File: config.mk
export PLATFORM = sky130hd
export DESIGN_NAME = rwa_queue
export DESIGN_NICKNAME = d
export VERILOG_FILES = /design/src/rtl/rwa_pkg.sv /design/src/rtl/rwa_queue.sv
export SDC_FILE = /design/constraint.sdc
export NUM_CORES = 1
export LEC_CHECK = 0
export CAP_MARGIN = 40
export CELL_PAD_IN_SITES_DETAIL_PLACEMENT = 0
export CELL_PAD_IN_SITES_GLOBAL_PLACEMENT = 1
export CORE_MARGIN = 2
export CORE_UTILIZATION = 52
export CTS_CLUSTER_DIAMETER = 60
export DETAILED_ROUTE_END_ITERATION = 16
export DONT_BUFFER_PORTS = 1
export PLACE_DENSITY_LB_ADDON = 0.1
export SETUP_SLACK_MARGIN = 0.1
export SYNTH_ARGS = -nofsm -noshare
export SYNTH_HDL_FRONTEND = slang
export SYNTH_SLANG_ARGS = --single-unit
File: constraint.sdc
create_clock -name i_clk -period 3.52 [get_ports i_clk]
set_input_delay 0.528 -clock i_clk [delete_from_list [all_inputs] [get_ports i_clk]]
set_output_delay 0.528 -clock i_clk [all_outputs]
set_load 0.05 [all_outputs]
File: src/rtl/rwa_pkg.sv
// ----------------------------------------------------------------------------
// rwa_pkg : shared definitions for the rolling window average
// Field widths, default window depth, queue depth and state encodings.
// ----------------------------------------------------------------------------
package rwa_pkg;

    // Fixed field widths
    localparam int PRICE_W = 32;
    localparam int CFG_W   = 9;
    localparam int AVG_W   = 48;
    localparam int FRAC_W  = 16;

    // Default ring depth and window length after reset
    localparam int MAX_WINDOW_DEF = 256;
    localparam int WINDOW_RESET   = 256;

    // Depth of the queue between front and back
    localparam int QUEUE_DEPTH = 2;

    typedef enum logic {
        F_IDLE,
        F_UPDATE
    } t_front_state;

    typedef enum logic [1:0] {
        B_IDLE,
        B_RUN,
        B_DONE
    } t_back_state;

endpackage

File: src/rtl/rwa_queue.sv
// ----------------------------------------------------------------------------
// rwa_queue : short queue between front and back
// Holds {sum, count} jobs so the front and the divider stall independently.
// ----------------------------------------------------------------------------
module rwa_queue #(
    parameter int DATA_W = 49
) (
    input  logic              i_clk,
    input  logic              i_rst_n,
    input  logic              i_push,
    input  logic [DATA_W-1:0] i_data,
    output logic              o_full,
    input  logic              i_pop,
    output logic              o_empty,
    output logic [DATA_W-1:0] o_data
);

    localparam int DEPTH = rwa_pkg::QUEUE_DEPTH;
    localparam int AW    = $clog2(DEPTH);
    localparam int CW    = $clog2(DEPTH + 1);

    logic [DATA_W-1:0] r_mem [DEPTH];
    logic [AW-1:0]     r_wr_ptr, r_rd_ptr;
    logic [CW-1:0]     r_count;

    assign o_full  = (r_count == CW'(DEPTH));
    assign o_empty = (r_count == '0);
    assign o_data  = r_mem[r_rd_ptr];

    // Pointers and occupancy
    always_ff @(posedge i_clk) begin
        if (!i_rst_n) begin
            r_wr_ptr <= '0;
            r_rd_ptr <= '0;
            r_count  <= '0;
        end else begin
            if (i_push) begin
                r_wr_ptr <= (r_wr_ptr == AW'(DEPTH - 1)) ? '0 : r_wr_ptr + AW'(1);
            end
            if (i_pop) begin
                r_rd_ptr <= (r_rd_ptr == AW'(DEPTH - 1)) ? '0 : r_rd_ptr + AW'(1);
            end
            if (i_push && !i_pop) begin
                r_count <= r_count + CW'(1);
            end else if (i_pop && !i_push) begin
                r_count <= r_count - CW'(1);
            end
        end
    end

    // Storage
    always_ff @(posedge i_clk) begin
        if (i_push) begin
            r_mem[r_wr_ptr] <= i_data;
        end
    end

endmodule

# After elaboration in Yosys (flattened, before gate mapping)
# Memories as Yosys holds them, arrays and structs flattened. A register that Yosys moved wholly into a read port is not among the register bits.
# Cells that the tools add are included.
# totals
reg_bits	4
mem_bits_rw	98
in_bits	53
elab_cells	23
memories	1
# memory_table
name	depth	width	rd	rd_clocked_by_memory_dff	wr	line	text
r_mem	2	49	1	1	1	rwa_queue.sv:22	logic [DATA_W-1:0] r_mem [DEPTH];
# classes
add_sub_neg	4
n_eq_ne	1
mux	8
n_reduce_logical	6
# ops
op	count
$mux 1	6
$mux 2	2
$add 1x1->1 const B	2
$add 2x1->2 const B	1
$eq 2x2->1 const B	1
$logic_and 1x1->1	2
$logic_not 1->1	2
$logic_not 2->1	1
$reduce_bool 2->1	1
$sub 2x1->2 const B	1

# Logic depth before layout (Yosys ltp)
# logic_depth
ltp_word	4
ltp_mapped	5

# Least setup slack after synthesis
# Ideal clock, no wire load.
# synth_path
path_kind	input to register
startpoint	input port i_push
endpoint	memory r_mem[0][0], enable pin
t_arrival_ns	2.733
t_required_ns	3.057
path_slack_ns	0.325
path_stages	1
path_buffers	0
path_cell_list	nor2b_1
# synth_via
elab_chain_len	2
# synth_lines
element	line	text
from (decl)	rwa_queue.sv:10	input logic i_push,
$mux 1	rwa_queue.sv:53	if (i_push) begin
$mux 1 (not written as such)	rwa_queue.sv:54	r_mem[r_wr_ptr] <= i_data;
to (decl)	rwa_queue.sv:22	
# Every way passes these cells.

==> summary by stage <==
Run status
The flow ran to the end, and the final reports show no timing, DRC or antenna violations.

Final layout
The library cell used most frequently in the layout, excluding fill and tap cells, is sky130_fd_sc_hd__edfxtp_1. The final antenna diode count is 0. The filler cells instantiated in the layout total 495. The net count of the finished layout is 238. Of the cells placed in the final design, the portion with a size suffix greater than 1 is 37.57%. Leaving out fill and tap cells, the most frequent cells in the layout are sky130_fd_sc_hd__edfxtp_1 (98), sky130_fd_sc_hd__mux2_2 (49), sky130_fd_sc_hd__clkbuf_8 (9).

Compared with the post-synthesis result, the final layout area differs by 9.140%.

CTS
The maximum number of buffers from clock root to sink is 2. In this run, post-CTS repair resized a total of 0 instances. The H-tree generated during clock tree synthesis spans 3 levels.

The number of setup buffers added after CTS is 0. After clock tree synthesis, the clock-pin slew on the worst setup and hold paths is about 0.10 ns. The quantity of hold-fixing buffers added after cts is 0. Clock tree synthesis inserted a total of 9 buffers. The worst-skew pair later-pin latency is 0.35 ns. The clock net sink count is 103.

TritonCTS built the clock tree. The clock root buffer is sky130_fd_sc_hd__clkbuf_8.

Worst setup path
The required time of the critical path is around 3 ns. The endpoint type of the worst setup path is an output pin. The critical path startpoint category is a flop. The maximum net fanout on the critical path is 29. The setup path with the least slack is of type flop to output pin. The reg-to-reg critical path startpoint is r_wr_ptr. The arrival time reported for the critical path endpoint is 1.76 ns.

Power and ir drop
IR analysis of the VDD net gives a maximum drop of between 0.0003 and 0.0004 V. The static leakage is 0.001330 uW. For this design the ratio of total power to cell area is 620.1 nW/um2.

Yosys
The net count of the mapped netlist is 228. A synthesized cell averages 21.56 um2. The cell area after synthesis is 3751 um2. The number of distinct library cells after synthesis is 17.

The number of synthesized register bits is 103. The dominant combinational cell family by area after synthesis is multiplexers. For this run, the register share of the synthesized area comes to 81.12%. The proportion of synthesized area in mux cells is 14.71%. The number of warnings issued by yosys is 0. The fraction of synthesized cell area in xor and xnor cells is less than 1%.

Synthesis produced a netlist whose cell count is 174. The synthesized netlist devotes 1.501% of its cell area to simple gates. The post-synthesis compound-gate area fraction is 0.5337%. Of the total synthesized cell area, the portion taken by full adders, half adders and majority gates is 0.3336%.

Global route
For this run, global-route usage on met2 was measured as between 20% and 30%. Global routing used between 15 and 20% of the available tracks across all layers. The global-route wire length before repair is between 8 and 9 mm. The total overflow left after global routing is 0. The initial antenna violation count is 0. The number of global-route vias before repair came to 1616. For met1 alone, demand over resource in global routing was 17.66%. The global routing stage identified its most utilized layer as met2. The global-route met3 utilization is 7.018%.

Entering global routing, the biggest net connects 38 pins.

Timing
Setup violations remaining at the end of the flow were counted as 0. The setup total negative slack is 0 ns. The highest achievable clock rate is 0.4366 GHz. The worst max-slew margin expressed relative to the limit is 56.93%. The final critical path time including I/O delays and setup is between 2 and 2.5 ns.

The post-route fraction of the period consumed by the critical path is 65.07%. The actual slew at the worst max-slew pin is 0.6461 ns. Hold is met by 0.2599 ns.

The count of final max-slew check failures was 0. Clock skew on the completed layout was measured at between 0.009 and 0.01 ns. Setup repair after global routing left no endpoint under its margin.

The hold violation total from the final report is 0. The post-route worst setup slack is 1.229 ns.

Floorplanning
The area of the die is 7909 um2. The width of the die is 88.94 um. Once the floorplan was initialized, standard cells occupied 54.61% of the core. In this run the core area contains 30 standard-cell rows. The core area is 6869 um2. The top-level I/O count is 104. The floorplan die height is 88.94 um.

Routing
The detailed router placed 1559 vias in this run. Dividing the detail-routed wire length by the instance count gives 20.64 um. The detailed-route DRC error count is 0.

The first routing iteration left 115 violations. The first detailed-routing pass ran for 6 iterations. In the routed layout, each cell is associated on average with a via count of approximately 5.5. The count of nets left with antenna violations once routing finished came out at 0. The routed design has 5.883 mm of wire.

Place
Before CTS, the worst setup slack after placement is roughly 1.6 ns. The final estimated routing congestion in global placement is 0.6931. The number of port buffers is 0. After legalization and detailed placement, the total HPWL measured 3.864 mm.

Min path
The startpoint of the lowest-slack hold path is i_data[9]. The type of the most critical hold path is primary input to flop.

Job
The count of maximum capacitance violations is 0.
-- critical path, stage by stage, from the launching register on --
cell                      delay (ns)
sky130_fd_sc_hd__dfxtp_2        0.65
sky130_fd_sc_hd__buf_12         0.27
sky130_fd_sc_hd__mux2_2         0.49
-- cell usage after synthesis --
master | number | area [um2]
sky130_fd_sc_hd__and2b_2 | 1 | 8.760
sky130_fd_sc_hd__dfxtp_1 | 5 | 100.1
sky130_fd_sc_hd__or3_1 | 1 | 6.260
sky130_fd_sc_hd__nor2_1 | 1 | 3.750
sky130_fd_sc_hd__a21boi_1 | 1 | 7.510
sky130_fd_sc_hd__buf_2 | 3 | 15.01
sky130_fd_sc_hd__xor2_1 | 2 | 17.52
sky130_fd_sc_hd__o21ai_0 | 1 | 5.000
sky130_fd_sc_hd__o21a_1 | 1 | 7.510
sky130_fd_sc_hd__ha_1 | 1 | 12.51
sky130_fd_sc_hd__inv_1 | 1 | 3.750
sky130_fd_sc_hd__and2_1 | 4 | 25.02
sky130_fd_sc_hd__nor2b_1 | 2 | 12.51
sky130_fd_sc_hd__xnor2_1 | 1 | 8.760
sky130_fd_sc_hd__mux2_2 | 49 | 551.8
sky130_fd_sc_hd__buf_6 | 2 | 22.52
sky130_fd_sc_hd__edfxtp_1 | 98 | 2943
-- flip-flops by register name, summed over array words and instances (netlist names), named ones only --
name / flops
r_wr_ptr: 1
r_mem: 98
r_count: 2
r_rd_ptr: 1
-- logic make-up (layout without fill, tap and decap cells) --
| logic type | after synthesis | count (layout) |
|---|---|---|
| compound gates | 3 | 3 |
| xor+xnor | 3 | 3 |
| buf+inv | 6 | 21 |
| flops | 103 | 103 |
| fa+ha+maj | 1 | 1 |
| mux | 49 | 49 |
| simple gates | 9 | 9 |
-- through the flow --
stage | instance area (um2) | total power [uW] | util (%) | std cells
finish | 4094 | 2539 | 59.60 | 285
global route | 4094 | 2634 | 59.60 | 285
CTS | 4086 | 2559 | 59.49 | 284
detailed placement | 3891 | 1848 | 56.65 | 268
global placement | 3851 | 1833 | 56.07 | 266
floorplan | 3751 | 1811 | - | 174
-- final cells by class --
| class | count | area (um2) | area share (%) |
|---|---|---|---|
| sequential | 103 | 3044 | 74.36 |
| multi-input combinational | 65 | 675.6 | 16.50 |
| clock buffer | 9 | 123.9 | 3.026 |
| tap | 96 | 120.1 | 2.934 |
| clock inverter | 7 | 71.32 | 1.742 |
| timing repair buffer | 4 | 55.05 | 1.345 |
| inverter | 1 | 3.754 | 0.09169 |
-- report_power, final --
part / switching (uW) / internal (uW) / total (uW)
clock network: 388 / 330 / 719
registers: 27.2 / 1410 / 1440
logic: 294 / 86.0 / 380
-- layer usage --
metal	vias up	share of wire (%)
li1	694	-
met1	785	37
met2	70	51
met3	10	10
met4	0	1.8
met5	-	0
-- final timing paths --
kind / to / slack, ns / depth (start not counted)
min reg2reg: r_count[1] / 0.53 / 2
min: r_mem[1][9] / 0.26 / 0
max: o_data[45] / 1.23 / 2
max reg2reg: r_mem[0][19] / 1.93 / 2
Power figures use the tool's default switching activity.
