--- src/rtl/rwa_pkg.sv ---
// ----------------------------------------------------------------------------
// rwa_pkg : shared definitions for the rolling window average
// Field widths, default window depth, queue depth and state encodings.
// ----------------------------------------------------------------------------
package rwa_pkg;

    // Fixed field widths
    localparam int PRICE_W = 32;
    localparam int CFG_W   = 9;
    localparam int AVG_W   = 48;
    localparam int FRAC_W  = 16;

    // Default ring depth and window length after reset
    localparam int MAX_WINDOW_DEF = 256;
    localparam int WINDOW_RESET   = 256;

    // Depth of the queue between front and back
    localparam int QUEUE_DEPTH = 2;

    typedef enum logic {
        F_IDLE,
        F_UPDATE
    } t_front_state;

    typedef enum logic [1:0] {
        B_IDLE,
        B_RUN,
        B_DONE
    } t_back_state;

endpackage

--- src/rtl/rwa_back.sv ---
// ----------------------------------------------------------------------------
// rwa_back : serial divider and output register
// Computes (sum * 2^16) / count one quotient bit per cycle, restoring form.
// ----------------------------------------------------------------------------
module rwa_back #(
    parameter int CNT_W = 9,
    parameter int SUM_W = 40
) (
    input  logic                      i_clk,
    input  logic                      i_rst_n,
    input  logic                      i_empty,
    input  logic [SUM_W-1:0]          i_sum,
    input  logic [CNT_W-1:0]          i_cnt,
    output logic                      o_pop,
    output logic                      o_valid,
    input  logic                      i_ready,
    output logic [rwa_pkg::AVG_W-1:0] o_average
);

    localparam int DIV_W  = SUM_W + rwa_pkg::FRAC_W;
    localparam int STEP_W = $clog2(DIV_W + 1);

    rwa_pkg::t_back_state r_state, n_state;

    logic [DIV_W-1:0]  r_quo;
    logic [CNT_W-1:0]  r_rem;
    logic [CNT_W-1:0]  r_div;
    logic [STEP_W-1:0] r_step;
    logic              r_out_valid;
    logic [rwa_pkg::AVG_W-1:0] r_average;

    logic             last_step;
    logic             out_free;
    logic             load;
    logic             step;
    logic             emit;
    logic [CNT_W:0]   trial;
    logic             ge;

    assign last_step = (r_step == STEP_W'(DIV_W - 1));
    assign out_free  = !r_out_valid || i_ready;

    // One restoring step
    always_comb begin
        trial = {r_rem, r_quo[DIV_W-1]};
        ge    = (trial >= {1'b0, r_div});
    end

    // Next state
    always_comb begin
        n_state = r_state;
        case (r_state)
            rwa_pkg::B_IDLE: begin
                if (!i_empty) n_state = rwa_pkg::B_RUN;
            end
            rwa_pkg::B_RUN: begin
                if (last_step) n_state = rwa_pkg::B_DONE;
            end
            rwa_pkg::B_DONE: begin
                if (out_free) n_state = rwa_pkg::B_IDLE;
            end
            default: n_state = rwa_pkg::B_IDLE;
        endcase
    end

    // State outputs
    always_comb begin
        load = 1'b0;
        step = 1'b0;
        emit = 1'b0;
        case (r_state)
            rwa_pkg::B_IDLE: load = !i_empty;
            rwa_pkg::B_RUN:  step = 1'b1;
            rwa_pkg::B_DONE: emit = out_free;
            default: begin
                load = 1'b0;
                step = 1'b0;
                emit = 1'b0;
            end
        endcase
    end

    assign o_pop     = load;
    assign o_valid   = r_out_valid;
    assign o_average = r_average;

    // Control state
    always_ff @(posedge i_clk) begin
        if (!i_rst_n) begin
            r_state     <= rwa_pkg::B_IDLE;
            r_step      <= '0;
            r_out_valid <= 1'b0;
        end else begin
            r_state <= n_state;
            if (load) begin
                r_step <= '0;
            end else if (step) begin
                r_step <= r_step + STEP_W'(1);
            end
            if (emit) begin
                r_out_valid <= 1'b1;
            end else if (i_ready) begin
                r_out_valid <= 1'b0;
            end
        end
    end

    // Divider datapath and output register
    always_ff @(posedge i_clk) begin
        if (load) begin
            r_quo <= {i_sum, rwa_pkg::FRAC_W'(0)};
            r_rem <= '0;
            r_div <= i_cnt;
        end else if (step) begin
            r_quo <= {r_quo[DIV_W-2:0], ge};
            r_rem <= ge ? CNT_W'(trial - {1'b0, r_div}) : CNT_W'(trial);
        end
        if (emit) begin
            r_average <= r_quo[rwa_pkg::AVG_W-1:0];
        end
    end

endmodule

--- config.mk ---
export PLATFORM = sky130hd
export DESIGN_NAME = rwa_back
export DESIGN_NICKNAME = d
export VERILOG_FILES = /design/src/rtl/rwa_pkg.sv /design/src/rtl/rwa_back.sv
export SDC_FILE = /design/constraint.sdc
export NUM_CORES = 1
export LEC_CHECK = 0
export BUFFER_PORTS_ARGS = -buffer_cell sky130_fd_sc_hd__buf_2
export CAP_MARGIN = 20
export CORE_MARGIN = 4
export CORE_UTILIZATION = 40
export CTS_CLUSTER_DIAMETER = 120
export DETAILED_ROUTE_END_ITERATION = 16
export GPL_ROUTABILITY_DRIVEN = 0
export RECOVER_POWER = 25
export SETUP_SLACK_MARGIN = 0.15
export SYNTH_ARGS = -nofsm -noshare
export SYNTH_HDL_FRONTEND = slang
export SYNTH_SLANG_ARGS = --single-unit
--- constraint.sdc ---
create_clock -name i_clk -period 3.85 [get_ports i_clk]
set_input_delay 0.5775 -clock i_clk [delete_from_list [all_inputs] [get_ports i_clk]]
set_output_delay 0.5775 -clock i_clk [all_outputs]
set_load 0.02 [all_outputs]
**Word-level counts from Yosys, hierarchy flattened**

Index checks and enable logic that the tools add are counted.

- Register bits: 131
- Input bits: 53
- Word-level logic and storage cells: 38

- Add/sub/neg operators: 2
- Order comparisons: 1
- Equal/unequal tests: 6
- Multiplexer cells: 12
- Bitwise operators: 1
- Reduce and logical (&&, ||, !) cells: 8

Operator list:

| kind | count |
|---|---|
| 56-bit 2-to-1 mux | 2 |
| 10-bit by 9-bit >= comparator with 1-bit output | 1 |
| 9-bit 2-to-1 mux | 1 |
| 9-bit subtractor | 1 |
| 6-bit by 1-bit adder with 6-bit output, second input constant | 1 |
| 6-bit equality test, second input constant | 1 |
| 2-bit 2-to-1 mux | 3 |
| 2-bit inequality test, second input constant | 3 |
| 2-bit one-hot mux with 3 select lines | 1 |
| 1-bit 2-to-1 mux | 5 |
| 2-bit nonzero test | 2 |
| 3-bit AND reduction | 1 |
| 2-bit by 1-bit equality test with 1-bit output, second input constant | 1 |
| 2-bit equality test, second input constant | 1 |
| 1-bit zero test | 2 |
| 2-bit zero test | 1 |
| 2-bit OR reduction | 1 |
| 1-bit logical OR | 1 |
| 1-bit NOT | 1 |

**Logic depth before layout (Yosys ltp)**

Gate-level depths: netlist (run 1).

- Word-level depth: 4
- Depth in mapped cells: 10
- Gate-level depth less buffers: 9

**Least setup slack after synthesis (run 1)**

No wires, ideal clock.

- Path type: input-to-reg
- Start: input i_ready
- End: register r_average, in the netlist o_average[0] (enable)
- Arrival time: 2862 ps
- Required time: 3391 ps
- Path slack: 528 ps
- Cell stages on the path: 2
- Path buffers: 0
- Cells stage by stage: nand2b_1 nor2b_1

- Longest elaborated chain between the ends: 2

RTL lines:

| element | RTL line | RTL |
|---|---|---|
| from (decl) | rwa_back.sv:16 | `input logic i_ready,` |
| 1-bit logical OR | rwa_back.sv:41 | `assign out_free = !r_out_valid \|\| i_ready;` |
| 1-bit 2-to-1 mux | rwa_back.sv:71 | `case (r_state)` |
| named net emit | rwa_back.sv:36 | `logic emit;` |
| to (signal assigned) | rwa_back.sv:119 | `r_average <= r_quo[rwa_pkg::AVG_W-1:0];` |
| to (decl) | rwa_back.sv:30 | `logic [rwa_pkg::AVG_W-1:0] r_average;` |

The timed path passes the listed nets, and every way through them passes these cells.
A chain may end at the register's enable or synchronous reset.

**Worst setup path in the final report (run 1)**

- Start: register r_quo[55]
- End: register r_rem[0]

- Longest elaborated chain between the ends: 2
- Elaborated cells between the ends (all ways): 3
- Those cells by class: add/sub (1); order compare (1); mux (1)

RTL lines:

| element | RTL line | RTL |
|---|---|---|
| from (decl) | rwa_back.sv:25 | `logic [DIV_W-1:0] r_quo;` |
| from (signal assigned) | rwa_back.sv:111 | `r_quo <= {i_sum, rwa_pkg::FRAC_W'(0)};` |
| from (signal assigned) | rwa_back.sv:115 | `r_quo <= {r_quo[DIV_W-2:0], ge};` |
| 9-bit subtractor or 10-bit by 9-bit >= comparator with 1-bit output (tied branches) | rwa_back.sv:116, rwa_back.sv:46 |  |
| 9-bit 2-to-1 mux * | rwa_back.sv:116 | `r_rem <= ge ? CNT_W'(trial - {1'b0, r_div}) : CNT_W'(trial);` |
| to (signal assigned) | rwa_back.sv:116 |  |
| to (decl) | rwa_back.sv:26 | `logic [CNT_W-1:0] r_rem;` |

Mark *: on every way between the ends. The rest lies on a longest branch, timed or not.

==> results of run 1 <==
==> per-layer routing <==
layer	track usage (%)	wire [um]	up-vias
met1	18.9	4610	1488
met2	20.5	4510	82
met4	5.15	94	0
li1	-	-	1568
met5	0	0	-
met3	4.16	481	6
==> sequential cells by signal (all words and copies together), names as in the netlist <==
name / flops
o_average: 48
o_valid: 1
r_div: 9
r_quo: 56
r_rem: 9
r_state: 2
r_step: 6
==> cell usage after synthesis (2+ instances only) <==
| cell | count | share of area, % |
|---|---|---|
| nand2b_1 | 4 | 0.50 |
| nand3_1 | 21 | 2.1 |
| nor2_1 | 11 | 0.82 |
| or3_1 | 2 | 0.25 |
| dfxtp_1 | 34 | 14 |
| buf_1 | 4 | 0.30 |
| ha_1 | 10 | 2.5 |
| nor2b_1 | 4 | 0.50 |
| a21o_2 | 2 | 0.35 |
| mux2i_1 | 7 | 1.4 |
| nand4_1 | 4 | 0.50 |
| o21ai_1 | 7 | 0.70 |
| clkbuf_1 | 12 | 0.89 |
| inv_1 | 12 | 0.89 |
| o31ai_1 | 2 | 0.30 |
| nand2_1 | 40 | 3.0 |
| a21oi_1 | 7 | 0.70 |
| a32oi_1 | 2 | 0.35 |
| edfxtp_1 | 97 | 58 |
| a22o_1 | 41 | 7.1 |
| a211oi_2 | 2 | 0.50 |
| o21ai_0 | 5 | 0.50 |
| xor2_1 | 8 | 1.4 |
==> layout make-up <==
type | count | area share [%]
repair buffers | 108 | 8.75
multi-input cells | 196 | 21.1
clock buffers | 20 | 6.95
inverters | 13 | 0.777
clock inverters | 12 | 1.83
flip-flops and latches | 131 | 57.2
well taps | 168 | 3.35
==> final timing paths <==
kind / start / end / slack, ps / cells past startpoint
worst max-delay path: r_quo[55] / r_rem[0] / 1250 / 9
worst min-delay path: i_cnt[1] / r_div[1] / 350 / 1
worst max register to register: r_quo[55] / r_rem[0] / 1250 / 9
worst min register to register: r_quo[38] / o_average[38] / 440 / 0
==> worst reg2reg max path, cell delays in order, from the launching register on <==
cell and delay [ps]:
edfxtp_1 360, inv_1 90, ha_1 160, inv_1 50
fa_1 400, a211oi_2 310, o211ai_1 150, a21oi_2 590
mux2i_1 170, a22o_1 210
==> through the flow <==
step | hold WS, ps | instances | setup slack (ps) | total power, mW
after CTS | 331 | 648 | 1210 | 3.85
after floorplan | 427 | 358 | 528 | 2.20
after global routing | 329 | 648 | 993 | 4.00
after detailed placement | 436 | 616 | 1020 | 2.34
after global placement | 434 | 616 | 1080 | 2.33
final | 352 | 648 | 1250 | 3.81
==> where the power goes <==
group	internal, mW	switching (mW)	leakage, nW	total, mW
clock network	0.941	0.552	0.266	1.49
registers	1.65	0.0782	1.21	1.73
logic	0.253	0.331	1.11	0.584
total	2.85	0.961	2.59	3.81
==> logic make-up after synthesis <==
| kind of cell | after synthesis | share of synthesized area [%] |
|---|---|---|
| and+or+nand+nor | 91 | 8.27 |
| muxes | 7 | 1.39 |
| DFF | 131 | 71.4 |
| buffers and inverters | 31 | 2.48 |
| adders and majority gates | 11 | 2.88 |
| xor gates and xnor gates | 9 | 1.57 |
| AOI/OAI and AO/OA | 78 | 12.0 |
==> results.sh, run 1 <==
export IMPL_outcome="finished clean"
export IMPL_worst_path_buf_inv=2
export IMPL_syn_cell_area_um2=5040
export IMPL_crit_family="compound AO/OA/AOI/OAI gates"
export IMPL_postPlaceCellArea_um2=5740
export IMPL_seqCellArea_um2=3590
export IMPL_ys_types=43
export IMPL_post_cts_buffers=0
export IMPL_first_pass_iters=4
export IMPL_critical_path_class="reg -> reg"
export IMPL_vdd_drop_max_mv=0.274
export IMPL_grt_pass1_wl_mm=15.6
export IMPL_rows=40
export IMPL_clock_latency_ps=400
export IMPL_ios=103
export IMPL_grt_ovfl_total=0
export IMPL_finClkSkew_ps=8.69
export IMPL_wl_per_cell_um=15.0
export IMPL_power_density_nw_per_um2=607
export IMPL_dp_hpwl_mm=6.33
export IMPL_fin_crit_ps=2600
export IMPL_diodes=0
export IMPL_fp_dieH_um=120
export IMPL_final_util_pct=51.6
export IMPL_crit_fanout=13
export IMPL_ctsHoldBuffers=0
export IMPL_vias=3144
export IMPL_synth_nets=422
export IMPL_final_common_cell="buf_2"
export IMPL_wirelength_mm=9.69
export IMPL_multi_input_area_um2=1330
export IMPL_start_util_pct=41.4
export IMPL_worstMarginPinSlew_ps=1380
export IMPL_seq_area_frac_synth_pct=71.4
export IMPL_fillerInstances=1041
export IMPL_rsz0062_at_grt="false"
export IMPL_cts_made_buffers=17
export IMPL_synthCells=358
export IMPL_max_stage_delay_ps=590
export IMPL_htree_levels=4
export IMPL_clk_pin_slew_worst_paths_ps=60
export IMPL_drc=0
export IMPL_cp_required_ps=4130
export IMPL_cp_common_cell="inv_1"
export IMPL_drt_initial_drc_count=263
export IMPL_finalCritPeriodShare_pct=67.6
export IMPL_synth_seq_cells=131
export IMPL_layout_common_cells="99 x buf_2, 97 x edfxtp_1, 41 x a22o_1"
export IMPL_area_growth_pct=24.7
export IMPL_core_area_um2=12200
export IMPL_p_leak_nw=2.59
export IMPL_die_area_um2=14400
export IMPL_cts_root_buf="clkbuf_16"
export IMPL_nets=531
export IMPL_cts_tree="yes"
export IMPL_clk_path_buf_depth=2
export IMPL_async_flop_share_pct=0
export IMPL_max_cap_violations=0
export IMPL_worstSetupStartpointType="flop"
export IMPL_first_global_vias=3049
export IMPL_yosysWarnings=0
export IMPL_worst_path_max_delay_cell="a21oi_2"
export IMPL_worst_hold_path_type="in -> reg"
export IMPL_design_area_um2=6280
export IMPL_grt_max_degree=66
export IMPL_cts_sinks=131
export IMPL_synth_edff_count=97
export IMPL_vias_per_cell=4.85
export IMPL_antenna_left=0
export IMPL_port_buffers=102
export IMPL_finalSetupTns_ps=0
export IMPL_synth_ff_type="edfxtp_1"
export IMPL_ctsResizeCount=0
export IMPL_setup_viol=0
export IMPL_die_w_um=120
export IMPL_final_max_slew_violation_count=0
export IMPL_postSynthAreaPerCell_um2=14.1
export IMPL_grt_usage_pct=13.7
export IMPL_final_layout_size_suffix_gt1_share_pct=28.7
export IMPL_endpoint_kind="flop"
export IMPL_crit_chain="inv_1, ha_1, inv_1, fa_1, a211oi_2, o211ai_1, a21oi_2, mux2i_1, a22o_1"
export IMPL_hold_violations=0
export IMPL_max_freq_ghz=0.384
export IMPL_arrival_ps=2880
export IMPL_slew_headroom_pct=8.26
export IMPL_antenna_found_initial=0
Power figures use the tool's default switching activity.
==> inputs of run 2 (changes only) <==
==> constraint.sdc (replaced) <==
create_clock -name i_clk -period 2.6 [get_ports i_clk]
set_input_delay 0.39 -clock i_clk [delete_from_list [all_inputs] [get_ports i_clk]]
set_output_delay 0.39 -clock i_clk [all_outputs]
set_load 0.02 [all_outputs]
==> run 2 against run 1 <==
First-iteration DRC count down 16%. Design area increased by 0.64%. Non-clock buffer count increased by 5. Worst hold slack worse by 190 ps. Flip-flop and latch count is the same. Clock skew fell by 2.8 ps. Final cell count increased by 0.77%. Sequential share of layout area is 0.36 points lower.
==> results.sh, run 2 (same netlist as run 1, synthesis figures left out) <==
export IMPL_slew_headroom_pct=55.7
export IMPL_ios=103
export IMPL_finalCritPeriodShare_pct=88.4
export IMPL_p_leak_nw=2.60
export IMPL_clock_latency_ps=400
export IMPL_htree_levels=4
export IMPL_arrival_ps=1910
export IMPL_cts_tree="yes"
export IMPL_cts_root_buf="clkbuf_16"
export IMPL_clk_pin_slew_worst_paths_ps=60
export IMPL_worstMarginPinSlew_ps=664
export IMPL_port_buffers=102
export IMPL_nets=536
export IMPL_wl_per_cell_um=14.8
export IMPL_final_max_slew_violation_count=0
export IMPL_diodes=0
export IMPL_worst_path_buf_inv=3
export IMPL_post_cts_buffers=0
export IMPL_power_density_nw_per_um2=880
export IMPL_largest_reg_flops=56
export IMPL_core_area_um2=12200
export IMPL_first_pass_iters=4
export IMPL_worst_hold_path_type="in -> reg"
export IMPL_drt_initial_drc_count=221
export IMPL_vias=3199
export IMPL_grt_pass1_wl_mm=15.4
export IMPL_finClkSkew_ps=5.87
export IMPL_rsz0062_at_grt="false"
export IMPL_crit_chain="or3_1, inv_1, buf_4, buf_2"
export IMPL_die_w_um=120
export IMPL_area_growth_pct=25.5
export IMPL_vdd_drop_max_mv=0.370
export IMPL_crit_family="buffers and inverters"
export IMPL_dp_hpwl_mm=6.57
export IMPL_fp_dieH_um=120
export IMPL_grt_max_degree=49
export IMPL_start_util_pct=41.4
export IMPL_p_total_mw=5.56
export IMPL_rows=40
export IMPL_cp_required_ps=2210
export IMPL_antenna_left=0
export IMPL_wirelength_mm=9.66
export IMPL_final_layout_size_suffix_gt1_share_pct=29.9
export IMPL_max_freq_ghz=0.435
export IMPL_clk_path_buf_depth=2
export IMPL_layout_common_cells="97 x buf_2, 97 x edfxtp_1, 41 x a22o_1"
export IMPL_r2r_slack_ps=330
export IMPL_worstSetupStartpointType="flop"
export IMPL_finalSetupTns_ps=0
export IMPL_cts_sinks=131
export IMPL_grt_ovfl_total=0
export IMPL_first_global_vias=3065
export IMPL_fin_crit_ps=2300
export IMPL_endpoint_kind="output port"
export IMPL_crit_fanout=10
export IMPL_dp_cells=621
export IMPL_antenna_found_initial=0
export IMPL_worst_path_max_delay_cell="or3_1"
export IMPL_vias_per_cell=4.90
export IMPL_die_area_um2=14400
export IMPL_drc=0
export IMPL_regMostFlops="r_quo"
export IMPL_max_cap_violations=0
export IMPL_grt_usage_pct=13.7
export IMPL_setup_viol=0
export IMPL_outcome="finished clean"
export IMPL_max_stage_delay_ps=410
export IMPL_cts_made_buffers=17
export IMPL_post_layout_nonfiller_instances=653
export IMPL_critical_path_class="reg -> out"
export IMPL_hold_violations=0
==> run 2: changes by cell type in the layout (fill, tap and decap cells not counted), sizes merged <==
cell	previous run	this run
clkinvlp	2	5
buf	104	108
bufinv	2	0
clkinv	9	8
inv	12	13
==> run 2: where the power goes <==
group	internal, mW	total, mW	leakage, nW	switching [mW]
combinational	0.409	0.904	1.14	0.495
clock	1.24	2.09	0.249	0.855
sequential	2.45	2.56	1.21	0.115
==> run 2: path summary, 6_finish.rpt <==
path | from | endpoint | depth (start not counted)
setup / recovery | r_state[1] | o_pop | 4
setup reg to reg | r_quo[55] | r_rem[2] | 10
hold / removal | i_cnt[6] | r_div[6] | 1
hold reg to reg | r_quo[24] | o_average[24] | 0
==> run 2: worst reg2reg max path, delay by kind of cell (launching register included) <==
kind	cells	cell delay [ps]
mux	1	240
buf+inv	3	310
compound gates	4	660
flops	1	370
fa+ha+maj	2	560
==> run 2: final cells by class <==
cell class | instances | area [um^2]
Sequential cell | 131 | 3590
Clock buffer | 19 | 443
Timing Repair Buffer | 113 | 603
Fill cell | 1064 | 5840
Clock inverter | 13 | 87.6
Inverter | 13 | 48.8
Tap cell | 168 | 210
Multi-Input combinational cell | 196 | 1330
==> run 2: repair_timing <==
| item | 4_1_cts | 5_1_grt |
|---|---|---|
| endpoints found under the setup margin | 0 | 2 |
| hold buffers | 0 | 0 |
| resized for setup | 0 | 1 |
==> run 2: routing by layer <==
layer  GRT usage [%]  vias up  routed length [um]
met1            17.8     1512                4420
met3            4.49       13                 571
met4            5.23        0                 115
met2            21.3       91                4550
li1                -     1583                   -
met5               0        -                   0
==> run 2: per-stage QoR <==
stage	hold WS (ps)	instance area (um^2)	setup WS, ps	utilization, %
after floorplan	427	5040	357	-
after detailed placement	435	5790	295	47.6
after global routing	140	6320	175	52.0
after global placement	432	5790	405	47.6
final	162	6320	301	52.0
after CTS	136	6320	281	52.0
